`config.mk`:
```
export PLATFORM = sky130hd
export DESIGN_NAME = wpool_avg
export DESIGN_NICKNAME = d
export VERILOG_FILES = /design/src/hdl/wpool_pkg.sv /design/src/hdl/wpool_avg.sv
export SDC_FILE = /design/constraint.sdc
export NUM_CORES = 1
export LEC_CHECK = 0
export BUFFER_PORTS_ARGS = -buffer_cell sky130_fd_sc_hd__buf_2
export CAP_MARGIN = 20
export CORE_UTILIZATION = 40
export DETAILED_ROUTE_END_ITERATION = 16
export GPL_ROUTABILITY_DRIVEN = 1
export PLACE_DENSITY_LB_ADDON = 0.08
export SETUP_SLACK_MARGIN = 0.4
export SYNTH_ARGS = -nofsm -noshare
export SYNTH_HDL_FRONTEND = slang
export SYNTH_SLANG_ARGS = --single-unit
```
`constraint.sdc`:
```
create_clock -name i_clk -period 7.8 [get_ports i_clk]
set_input_delay 0.78 -clock i_clk [delete_from_list [all_inputs] [get_ports i_clk]]
set_output_delay 0.78 -clock i_clk [all_outputs]
set_load 0.005 [all_outputs]
```
`src/hdl/wpool_pkg.sv`:
```
package wpool_pkg;

    localparam int SAMPLE_W      = 16;
    localparam int ACC_W         = 22;
    localparam int DIM_W         = 12;
    localparam int COL_W         = 11;
    localparam int IDX_W         = 11;
    localparam int ADDR_W        = 10;
    localparam int STORE_DEPTH   = 1024;
    localparam int CHAN_W        = 10;
    localparam int CNT_CH_W      = 11;
    localparam int WIN_W         = 4;
    localparam int IW_W          = 3;
    localparam int MAX_WINDOW    = 8;
    localparam int MAX_MAP_DIM   = 2048;
    localparam int MAX_CHANNELS  = 1024;
    localparam int RECIP_W       = 19;
    localparam int RECIP_SHIFT   = 18;
    localparam int AVG_RECIP_W   = 29;
    localparam int AVG_SHIFT     = 32;
    localparam int MAG_W         = 21;
    localparam int Q_W           = 17;
    localparam int FIFO_DEPTH    = 8;
    localparam int FIFO_AW       = 3;
    localparam int FIFO_CNT_W    = 4;
    localparam int SETTLE_CYCLES = 5;
    localparam int SETTLE_W      = 3;
    localparam int CFG_IDX_W     = 3;
    localparam int CFG_DATA_W    = 12;

    typedef enum logic [1:0] {
        MODE_MAX = 2'd0,
        MODE_AVG = 2'd1,
        MODE_MIN = 2'd2
    } t_pool_mode;

    typedef enum logic [CFG_IDX_W-1:0] {
        REG_POOL_MODE     = 3'd0,
        REG_WINDOW_SIZE   = 3'd1,
        REG_MAP_WIDTH     = 3'd2,
        REG_MAP_HEIGHT    = 3'd3,
        REG_CHANNEL_COUNT = 3'd4
    } t_cfg_reg;

    // Divider settings for the window average.
    typedef struct packed {
        logic [2:0]             shift;
        logic                   unit;
        logic [AVG_RECIP_W-1:0] recip;
    } t_avg_cfg;

    // Control that travels with a finished window into the average path.
    typedef struct packed {
        logic valid;
        logic done;
        logic avg;
    } t_res_ctl;

    typedef struct packed {
        logic valid;
        logic done;
    } t_res_flags;

    typedef struct packed {
        logic                last;
        logic [SAMPLE_W-1:0] value;
    } t_fifo_word;

    // ceil(2^18 / ws): exact quotient for columns below 2048.
    function automatic logic [RECIP_W-1:0] idx_recip(input logic [WIN_W-1:0] ws);
        logic [RECIP_W-1:0] r;
        case (ws)
            4'd1:    r = 19'd262144;
            4'd2:    r = 19'd131072;
            4'd3:    r = 19'd87382;
            4'd4:    r = 19'd65536;
            4'd5:    r = 19'd52429;
            4'd6:    r = 19'd43691;
            4'd7:    r = 19'd37450;
            4'd8:    r = 19'd32768;
            default: r = 19'd262144;
        endcase
        return r;
    endfunction

    // Split ws*ws into a power of two and an odd factor of 1, 9, 25 or 49.
    function automatic t_avg_cfg avg_setup(input logic [WIN_W-1:0] ws);
        t_avg_cfg c;
        c.shift = 3'd0;
        c.unit  = 1'b1;
        c.recip = '0;
        case (ws)
            4'd2:    c.shift = 3'd2;
            4'd3:    begin c.unit = 1'b0; c.recip = 29'd477218589; end
            4'd4:    c.shift = 3'd4;
            4'd5:    begin c.unit = 1'b0; c.recip = 29'd171798692; end
            4'd6:    begin c.shift = 3'd2; c.unit = 1'b0; c.recip = 29'd477218589; end
            4'd7:    begin c.unit = 1'b0; c.recip = 29'd87652394; end
            4'd8:    c.shift = 3'd6;
            default: c.shift = 3'd0;
        endcase
        return c;
    endfunction

endpackage

```
`src/hdl/wpool_avg.sv`:
```
module wpool_avg (
    input  logic                         i_clk,
    input  logic                         i_rst_n,
    input  wpool_pkg::t_res_ctl          i_ctl,
    input  logic [wpool_pkg::ACC_W-1:0]  i_acc,
    input  wpool_pkg::t_avg_cfg          i_avg_cfg,
    output wpool_pkg::t_res_flags        o_flags,
    output logic [wpool_pkg::SAMPLE_W-1:0] o_value
);

    localparam int PROD_W = wpool_pkg::MAG_W + wpool_pkg::AVG_RECIP_W;

    logic [wpool_pkg::ACC_W-1:0]    mag;
    logic [wpool_pkg::ACC_W-1:0]    mag_sh;
    logic [PROD_W-1:0]              prod;
    logic [wpool_pkg::Q_W-1:0]      quot;
    logic [wpool_pkg::Q_W-1:0]      quot_s;

    wpool_pkg::t_res_ctl            r2_ctl;
    logic [wpool_pkg::MAG_W-1:0]    r2_mag;
    logic                           r2_neg;
    logic [wpool_pkg::SAMPLE_W-1:0] r2_val;

    wpool_pkg::t_res_ctl            r3_ctl;
    logic [wpool_pkg::Q_W-1:0]      r3_q;
    logic                           r3_neg;
    logic [wpool_pkg::SAMPLE_W-1:0] r3_val;

    wpool_pkg::t_res_flags          r4_flags;
    logic [wpool_pkg::SAMPLE_W-1:0] r4_value;

    // Take the magnitude and strip the power-of-two part of the divisor.
    assign mag    = i_acc[wpool_pkg::ACC_W-1] ? (~i_acc + 1'b1) : i_acc;
    assign mag_sh = mag >> i_avg_cfg.shift;

    // Divide by the odd factor with a reciprocal multiply.
    assign prod = PROD_W'(r2_mag) * PROD_W'(i_avg_cfg.recip);
    assign quot = i_avg_cfg.unit ? r2_mag[wpool_pkg::Q_W-1:0]
                                 : prod[wpool_pkg::AVG_SHIFT+wpool_pkg::Q_W-1:wpool_pkg::AVG_SHIFT];

    // Restore the sign, truncating toward zero.
    assign quot_s = r3_neg ? (~r3_q + 1'b1) : r3_q;

    always_ff @(posedge i_clk) begin
        if (!i_rst_n) begin
            r2_ctl   <= '0;
            r3_ctl   <= '0;
            r4_flags <= '0;
        end else begin
            r2_ctl         <= i_ctl;
            r3_ctl         <= r2_ctl;
            r4_flags.valid <= r3_ctl.valid;
            r4_flags.done  <= r3_ctl.done;
        end
        r2_mag   <= mag_sh[wpool_pkg::MAG_W-1:0];
        r2_neg   <= i_acc[wpool_pkg::ACC_W-1];
        r2_val   <= i_acc[wpool_pkg::SAMPLE_W-1:0];
        r3_q     <= quot;
        r3_neg   <= r2_neg;
        r3_val   <= r2_val;
        r4_value <= r3_ctl.avg ? quot_s[wpool_pkg::SAMPLE_W-1:0] : r3_val;
    end

    assign o_flags = r4_flags;
    assign o_value = r4_value;

endmodule

```
==> results.md, run 1 <==
- The placer's final routability congestion estimate is around 0.86.
- The setup check on the worst reg-to-reg path leaves a slack of 0.90 ns.
- Cells fill a little over two fifths of the core in the end.
- Summing over every cut layer, the via total after detailed routing is 16530.
- In this run the worst path has a maximum fanout of 12.
- The horizontal die dimension is between 200 and 250 um.
- After synthesis, the mean cell area works out to around 8.9 um^2.
- The final hold violation count was 0.
- After floorplanning, the core was sized to cover 0.05650 mm^2.
- Entering global routing, the biggest net connects 41 pins.
- The routed wire length per instance is 18.81 um.
- Clock latency on the worst-skew pair, taken at its later pin, is between 0.3 and 0.4 ns.
- The class of the tightest hold or removal check is flop to flop.
- The leading register cell type out of synthesis is dfxtp_1.
- The violation count after the first detailed-routing iteration is slightly above 800.
- After clock tree synthesis, the clock-pin slew on the worst setup and hold paths is about 0.070 ns.
- The fraction of synthesized cell area taken by the top area cell type is between 40 and 50%.
- The relative slew slack is 36.63%.
- Synthesis inferred 95 register bits.
- STA classifies the critical path startpoint as an input pin.
- The number of clock buffers added by TritonCTS is 9.
- After detailed routing, the number of remaining DRC violations is 0.
- The final max-slew violation count is 0.
- The number of vias per cell is ~4.9.
- The portion of the clock cycle consumed by the worst path in the final layout is between 80% and 90%.
- After synthesis, the most frequently instantiated cells are inv_1 (586), fa_1 (508), nand2_1 (340), and2_1 (329), ha_1 (146).
- The fraction of final layout cells with drive strength greater than 1 is about 6.6%.
- The count of clock tree sinks is 95.
- Yosys attributes the largest share of cell area to fa_1 (44%), inv_1 (9.6%), and2_1 (9.0%).
- The vertical die dimension is ~240 um.
- The die covers approximately 0.06 mm^2.
- The final net count is 3290.
- The synthesized design contains 0 enable-type register cells.
- Global routing finished with a remaining overflow of 0.
- After routing, the total negative slack on setup checks comes to 0 ns.
- The signal on the critical path passes through buf_2 -> buf_4 -> and2_1 -> fa_1 -> inv_1 -> fa_1 -> fa_1 -> inv_1 -> fa_1 -> fa_1 -> fa_1 -> inv_1 -> fa_1 -> inv_1 -> ha_1 -> a21oi_1 -> nor2_1 -> a21oi_1 -> o21ai_0 -> a211oi_1 -> buf_4 -> o31ai_2 -> a2111oi_0 -> a221oi_1.
- In this design, the stage delay of the slowest critical-path cell is a little under 0.6 ns.
- The number of antenna violations at the first check in global routing is 6.
- The library cell contributing the largest single delay on the critical path is fa_1.
- The level count of the clock H-tree is 3.
- The clock period minus worst slack is around 7.0 ns.
- The sort of element at the end of the critical path is a flop.
- The count of mapped cells out of synthesis is about 2600.
- Timing analysis after detailed placement gives a worst setup slack of just under 0.3 ns.
- Global routing used between 20% and 30% of the available tracks across all layers.
- Pin placement for this block handled 78 I/O pins.
- The number of global-route vias before repair came to around 18000.
- The largest buffer count on any clock path is 2.
- The endpoint arrival time on the critical path is about 7 ns.
- Setup violations remaining at the end of the flow were counted as 0.
- Setup repair after global routing left no endpoint under its margin.
- Data on the critical path is required at its endpoint by approximately 8 ns.
- The root buffer cell is clkbuf_16.
- The largest clock skew in the final design is between 0.007 and 0.008 ns.
- Detailed placement ended at an HPWL of 51.55 mm.
- The number of antenna-violating nets in the routed design is 0.
- The count of standard-cell rows is 87.
- Input and output buffers added on the ports amount to a little under 80.
- When the netlist entered floorplanning its net count stood at approximately 3300.
- The first global-routing pass estimated about 100 mm of wire.
- The highest clock frequency the design can meet is ~0.14 GHz.
- For this run, the number of Yosys warnings is 0.
- Buffers added to address setup during post-CTS repair amount to 0.
- The most instantiated library cell after synthesis is inv_1.
- The final worst setup slack is ~0.83 ns.
- The netlist uses 67 different library cells.
- Once the floorplan was initialized, standard cells occupied between 40% and 50% of the core.
- The fraction of synthesis flops using an asynchronous set or reset pin is 0%.
- The growth of design area from synthesis to finish is 6.769%.
- The sequential share of the synthesized area is just over 8%.
- The most numerous cell type found on the critical path is fa_1.
- TritonCTS built the clock tree.
- Summed over all instances, the cell type with the most area after synthesis is fa_1.
- The number of iterations in the first detailed-routing pass is 5.
- The cell area after technology mapping is 0.02292 mm^2.
- For the pin with the worst max-slew slack, the measured transition is between 0.9 and 1 ns.
- The run finished with clean final reports.
- Across the run, the number of max-cap violations was 0.
- The routed design has between 60 and 70 mm of wire.
- The category of the most critical setup path is input pin to flop.
area by class of cell:
type,instances,area [um^2]
fillers,5713,32020
clock buffers,9,225.2
diodes,3,7.507
clock inverters,7,75.07
multi-input cells,1751,18280
flip-flops and latches,95,1911
repair buffers,130,820.8
inverters,589,2211
well taps,756,945.9
sequential cells by signal, indices dropped and copies added (netlist names), 2 cells and up:
name	flops
o_flags	2
o_value	16
r2_ctl	3
r2_mag	21
r2_val	16
r3_ctl	3
r3_q	16
r3_val	16
cell usage in the layout (no fill, tap or decap), types with 5 or more instances in the layout:
cell type	Yosys	final
inv_1	586	586
fa_1	508	508
nand2_1	340	340
and2_1	329	329
ha_1	146	146
dfxtp_1	95	90
buf_2	2	77
a21oi_1	65	65
buf_4	0	50
nor2_1	47	47
o21ai_0	43	43
mux2i_1	35	35
a21o_1	28	28
xor2_1	26	26
xnor2_1	22	22
nand3_1	14	14
o31ai_1	12	11
nor3_1	11	11
and3_1	10	10
nand4_1	9	9
a211oi_1	10	9
clkbuf_16	0	9
nor2b_1	7	7
or3_1	6	6
o21a_1	6	6
o211ai_1	5	5
through the flow:
step	std cells	hold WS [ns]	area, um^2
after floorplan	2576	0.3096	22920
after global routing	3338	0.3288	24470
after detailed placement	3321	0.3121	24150
after global placement	3321	0.3103	24150
after CTS	3337	0.3250	24450
final	3340	0.3252	24470
cells by family after synthesis:
kind of cell,Yosys count,synth area share [%]
and+or+nand+nor,799,17.73
buffers and inverters,730,12.01
adders and majority gates,654,52.34
AOI/OAI and AO/OA,211,5.961
DFF,95,8.297
xor gates and xnor gates,48,1.834
muxes,39,1.823
final timing paths:
path            startpoint        end  cells after the start
min              r2_val[6]  r3_val[6]                      0
min reg2reg      r2_val[6]  r3_val[6]                      0
max reg2reg      r2_mag[4]   r3_q[15]                     22
max          i_avg_cfg[16]   r3_q[12]                     24
metal layers:
metal  up-vias  GRT usage [%]  part of all wire (%)  wire length [um]
li1       7616              -                     -                 -
met1      8503          29.45                    43             26890
met3        84          2.404                   3.7              2334
met4         2          5.006                   2.2              1409
met5         -              0                 0.027                17
met2       323          41.75                    51             32170
timing repair:
action                                  in CTS  in global routing
hold buffers                                 0                  0
endpoints found under the setup margin       1                  8
gates resized for setup                      1                  7
worst max-delay path, delay by kind of cell:
kind | cells | cell delay [ns]
fa+ha+maj | 8 | 3.73
compound gates | 7 | 1.33
buf+inv | 7 | 1.10
simple gates | 2 | 0.24
Power of run 1 is left out: the tool's default activity adds up to more than one toggle a clock period on the data nets, which glitch-free logic cannot reach.
==> inputs of run 2 (changes only) <==
--- a/config.mk
+++ b/config.mk
@@ -7,6 +7,8 @@
 export LEC_CHECK = 0
 export BUFFER_PORTS_ARGS = -buffer_cell sky130_fd_sc_hd__buf_2
 export CAP_MARGIN = 20
+export CORE_ASPECT_RATIO = 0.9
+export CORE_MARGIN = 1
 export CORE_UTILIZATION = 40
 export DETAILED_ROUTE_END_ITERATION = 16
 export GPL_ROUTABILITY_DRIVEN = 1
==> results.md, run 2 (synthesis results as in run 1) <==
- The total overflow reported by the global router is 0.
- Setup repair after global routing left no endpoint under its margin.
- The final hold violation count is 0.
- The run finished with clean final reports.
- The most common library cell in the layout ignoring fill and taps is inv_1.
- Across the run, the number of max-cap violations was 0.
- The number of global-route vias before repair was 18160.
- The routed wire length per instance is between 15 and 20 um.
- just under 80 I/O pins were placed.
- The number of placed instances, taps included, is between 3000 and 4000.
- For the worst setup path, the data required time is ~8.0 ns.
- The growth of design area from synthesis to finish is 6.883%.
- The largest buffer count on any clock path is 2.
- The number of fill cells in the layout is around 5700.
- The worst reg2reg path depth is 20.
- The number of antenna-violating nets in the routed design is 0.
- For this configuration, the core starts out at a cell density of slightly above 40%.
- The multi-input gate area in the final layout is 0.01828 mm^2.
- The total global-route track usage is between 20% and 30%.
- The count of standard-cell rows is 82.
- The sum of net half-perimeters after detailed placement is a little over 50 mm.
- The count of vias placed by the detailed router is about 16000.
- The tightest hold path in the finished design has a slack of roughly 0.33 ns.
- The category of the most critical setup path is input pin to flop.
- The final max-slew violation count is 0.
- The class of the tightest hold or removal check is flop to flop.
- Leaving out filler cells and counting taps, the final layout contains approximately 3300.
- TritonCTS built the clock tree.
- CTS built an H-tree with a depth of 3.
- The area of placed instances is between 0.02 and 0.025 mm^2.
- Entering global routing, the biggest net connects between 40 and 50 pins.
- The worst hold path passes through 0 cells.
- The clock insertion delay at the later pin of the skew report is about 0.35 ns.
- The number of antenna violations at the first check in global routing came to 3.
- In this run, the number of DRC markers left after iteration 0 of detailed routing was approximately 750.
- In the routed design, unresolved DRC markers number 0.
- Clock tree synthesis found a total of 95 sinks.
- The number of clock buffers added by TritonCTS is 9.
- The global-route wire length before repair is 101.9 mm.
- After clock tree synthesis, the clock-pin slew on the worst setup and hold paths is 0.07 ns.
- The floorplan step set the die width to roughly 250 um.
- Between clock sinks in the finished design, the worst skew comes to about 0.0080 ns.
- The finished cells cover approximately 0.024 mm^2.
- Cells with a size suffix above 1 make up 6.478% of the layout.
- Leaving out fill and tap cells, the most frequent cells in the layout are inv_1 (586), fa_1 (508), nand2_1 (340), and2_1 (329), ha_1 (146).
- The root buffer cell is clkbuf_16.
- At the pin with the least slew margin, the transition time is 0.9317 ns.
- The register with the most flip-flops in the layout has 21 of them.
- The sum of negative setup slack is 0 ns.
- The relative slew slack is between 30% and 40%.
- In this run the worst path has a maximum fanout of 7.
- For the worst setup path, the data arrival time is approximately 7.4 ns.
- The routed design has 62.48 mm of wire.
- The die covers slightly below 0.06 mm^2.
- The vertical die dimension is approximately 230 um.
- The number of buffers inserted by post-CTS setup repair is 0.
- The clock period minus worst slack is slightly above 7 ns.
- The final critical path takes up between 90% and 100% of the cycle.
- After the last flow step, the layout net total stands at 3287.
- For this run, the detailed router's first-pass iteration total came to 5.
- Static timing analysis puts the maximum clock frequency at roughly 0.14 GHz.
- The register cell area after layout is between 0.0015 and 0.002 mm^2.
- In the routed layout, each cell is associated on average with a via count of 4.942.
- The sort of element at the end of the critical path is a flop.
- The congestion estimate from routability-driven global placement came to 0.8575.
- The worst setup path is launched from an input pin.
- The register containing the most flip-flops in the final layout is r2_mag.
- During placement, the flow inserted port buffers numbering between 70 and 80.
- Setup violations remaining at the end of the flow were counted as 0.
- The floorplan step defined a core boundary enclosing 0.05612 mm^2.
-- run 2: critical path, stage by stage --
cell and delay (ns):
buf_2 0.26, buf_4 0.20, and2_1 0.16, fa_1 0.45, fa_1 0.51, inv_1 0.05
fa_1 0.47, inv_1 0.05, fa_1 0.50, fa_1 0.55, fa_1 0.51, inv_1 0.06
fa_1 0.49, inv_1 0.05, ha_1 0.31, a21o_1 0.17, a21o_1 0.18, a21oi_1 0.13
nor2b_1 0.06, o41ai_1 0.52, buf_4 0.23, a211oi_2 0.10, o31ai_1 0.22, or3b_1 0.36
-- run 2: layer usage --
layer	up-vias	wire length (um)	global-route usage [%]
met4	0	783	3.294
li1	7599	-	-
met3	53	2497	2.193
met2	335	30740	39.03
met5	-	0	0
met1	8494	28460	31.48
-- run 2: area by class of cell --
cell class | instances | area share, %
clock inverter | 7 | 0.3983
clock buffer | 9 | 0.9193
inverter | 589 | 9.024
tap | 756 | 3.861
sequential | 95 | 7.798
timing repair buffer | 127 | 3.391
multi-input combinational | 1751 | 74.60
antenna | 1 | 0.01021
-- run 2: path summary, 6_finish.rpt --
path | from | endpoint | slack (ns)
max | i_avg_cfg[9] | r3_q[9] | 0.68
min | r2_val[7] | r3_val[7] | 0.33
max reg2reg | r2_mag[15] | r3_q[13] | 0.78
min reg2reg | r2_val[7] | r3_val[7] | 0.33
-- run 2: what timing repair did --
action	4_1_cts	5_1_grt
endpoints found under the setup margin	1	8
hold buffers	0	0
resized for setup	1	5
pin swaps	0	0
-- run 2: stage by stage --
stage | setup WS (ns) | utilization (%)
final | 0.6814 | 43.66
after global routing | 0.4030 | 43.65
after CTS | 0.5164 | 43.62
after detailed placement | 0.2241 | 43.05
after global placement | 0.1759 | 43.00
after floorplan | 1.061 | -
Power of run 2 is left out for the same reason.
==> inputs of run 3 (changes only) <==
==> constraint.sdc (replaced) <==
create_clock -name i_clk -period 6.3 [get_ports i_clk]
set_input_delay 0.63 -clock i_clk [delete_from_list [all_inputs] [get_ports i_clk]]
set_output_delay 0.63 -clock i_clk [all_outputs]
set_load 0.005 [all_outputs]
==> results.md, run 3 (synthesis results as in run 1) <==
- The final reports fail on negative setup slack.
- The data required time of the worst path is approximately 6.6 ns.
- The number of antenna-violating nets in the routed design is 0.
- The number of vias per cell is about 4.8.
- The sort of element at the end of the critical path is a flop.
- TritonCTS created 9 clock buffers.
- Across the routed clock network, the largest skew measured is 0.008916 ns.
- Data on the critical path arrives at its endpoint at approximately 6.6 ns.
- The die is about 250 um wide.
- The number of buffers and inverters on the critical path is 7.
- The initial utilization of the core area, before any placement, comes to 40.84%.
- The detailed router placed 17160 vias in this run.
- Counting stages on the worst path, the most repeated cell is fa_1.
- The final max-slew violation count is 0.
- Buffers inserted to repair hold after CTS numbered 0.
- The relative slew slack is 37.41%.
- The dominant delay contributor by cell family on the critical path is adder cells.
- After detailed routing, the number of remaining DRC violations is 0.
- The number of fill cells in the layout is 5421.
- The slack of the worst reg-to-reg path is -0.09 ns.
- In this run the number of H-tree levels came out at 3.
- The clock insertion delay at the later pin of the skew report is 0.35 ns.
- After the last flow step, the layout net total stands at 3492.
- The class of the tightest hold or removal check is flop to flop.
- Counting I/O delays and the setup requirement, the final critical path takes between 6 and 7 ns.
- Cells with a size suffix above 1 make up approximately a fifth of the layout.
- The largest buffer count on any clock path is 2.
- The global-route wire length before repair is around 100 mm.
- The root buffer cell chosen for the clock tree is clkbuf_16.
- The area of the core region is between 0.05 and 0.06 mm^2.
- Pin placement for this block handled 78 I/O pins.
- The critical path runs through a total of 24 cells.
- Max-cap violations in this run came to 0.
- From synthesis to final layout, the design area changed by 19.71%.
- The register containing the most flip-flops in the final layout is r2_mag.
- In the layout the commonest cells are inv_1 (570), fa_1 (483), nand2_1 (328), and2_1 (304), buf_4 (217).
- In this run the core area contains 82 standard-cell rows.
- The worst hold path begins at r2_neg.
- The register with the most flip-flops in the layout has 21 of them.
- The placer's final routability congestion estimate is between 0.8 and 0.9.
- Summed over all nets, the half-perimeter wirelength after detailed placement is roughly 52 mm.
- Across all setup checks in the final design, the least slack found is -0.08968 ns.
- The final hold violation count was 0.
- The CTS tree is done.
- The worst hold path terminates at r3_neg.
- Dividing the final minimum period by the clock period gives 101.4%.
- The number of antenna violations at the first check in global routing is 6.
- The worst hold path passes through 0 cells.
- In this design, the stage delay of the slowest critical-path cell is about 0.52 ns.
- STA classifies the critical path startpoint as an input pin.
- The library cell used most frequently in the layout, excluding fill and tap cells, is inv_1.
- Entering global routing, the biggest net connects between 40 and 50 pins.
- OpenSTA, run right after detailed placement, puts the worst setup slack at -0.6464 ns.
- The routed wire length per instance is 18.46 um.
- The die covers about 0.06 mm^2.
- The origin of the critical flop-to-flop path is r2_mag[8].
- The number of global-route vias before repair is between 15000 and 20000.
- The final layout contains routed wiring with a total length of approximately 65 mm.
- Measured in cells, the most critical reg-to-reg path has a length of 21.
- The violation count after the first detailed-routing iteration is ~680.
- The clock transition time at the flip-flop clock pins of the worst setup and hold paths is around 0.070 ns.
- The actual transition at the worst max-transition pin is approximately 0.94 ns.
- The category of the most critical setup path is input pin to flop.
- The total overflow reported by the global router is 0.
- The vertical die dimension is about 230 um.
- Setup violations remaining at the end of the flow were counted as 6.
- The count of input and output buffers is 77.
- The run finished, with violations left.
- Among all stages on the critical path, the largest delay is contributed by fa_1.
- The worst register-to-register path ends at r3_q[11].
- CTS saw 95 sinks.
- The number of iterations in the first detailed-routing pass is 7.
- The total global-route track usage is a little under a quarter.
- Of all nets on the critical path, the largest fanout is 14.
- Timing would allow up to approximately 0.16 GHz.
- The signal on the critical path passes through buf_4 -> and2_4 -> fa_1 -> fa_1 -> inv_1 -> fa_1 -> inv_2 -> fa_1 -> inv_1 -> fa_1 -> inv_1 -> fa_1 -> inv_2 -> fa_1 -> inv_2 -> ha_4 -> a21oi_2 -> o21ai_4 -> a31o_1 -> a211o_1 -> o211a_4 -> o21a_1 -> o21a_1 -> o31ai_2.
- Setup repair after global routing could not meet its margin everywhere.
## run 3: repair_timing
item | in CTS | in global routing
hold endpoints to repair | 0 | 0
buffers inserted | 7 | 13
pin swaps | 16 | 43
endpoints found under the setup margin | 16 | 16
gates cloned | 5 | 8
gates resized for setup | 66 | 101
## run 3: stage by stage
step | cell area [um^2] | setup TNS, ns | std cells | hold slack [ns] | util [%]
floorplan | 23410 | -0.06696 | 2576 | 0.3096 | -
global placement | 26040 | -7.681 | 3490 | 0.3110 | 46.40
detailed placement | 26040 | -8.097 | 3490 | 0.3121 | 46.40
CTS | 26780 | -0.2797 | 3518 | 0.3225 | 47.72
global route | 27430 | -2.890 | 3541 | 0.3358 | 48.88
finish | 27440 | -0.1966 | 3544 | 0.3183 | 48.89
## run 3: how the worst max path moves through the flow
stage | slack (ns) | start | to
floorplan | -0.03 | i_avg_cfg[9] | r3_q[15]
global placement | -0.62 | i_avg_cfg[14] | r3_q[11]
detailed placement | -0.65 | i_avg_cfg[14] | r3_q[11]
CTS | -0.06 | r2_mag[3] | r3_q[15]
global route | -0.31 | r2_mag[6] | r3_q[4]
finish | -0.09 | i_avg_cfg[9] | r3_q[11]
## run 3: final cells by class
cell class,instances,area (um^2),area share [%]
Clock inverter,7,83.83,0.3055
Sequential cell,95,1943,7.081
Timing Repair Buffer,332,3005,10.95
Antenna cell,5,12.51,0.04560
Multi-Input combinational cell,1751,19010,69.29
Inverter,589,2211,8.057
Tap cell,756,945.9,3.447
Clock buffer,9,225.2,0.8208
## run 3: layer usage
metal,part of all wire [%],track usage (%),vias up
met3,3.9,2.853,47
met5,0.041,0,-
li1,-,-,8027
met1,46,31.33,8808
met4,1.6,4.631,4
met2,49,38.74,273
Power of run 3 is left out for the same reason.
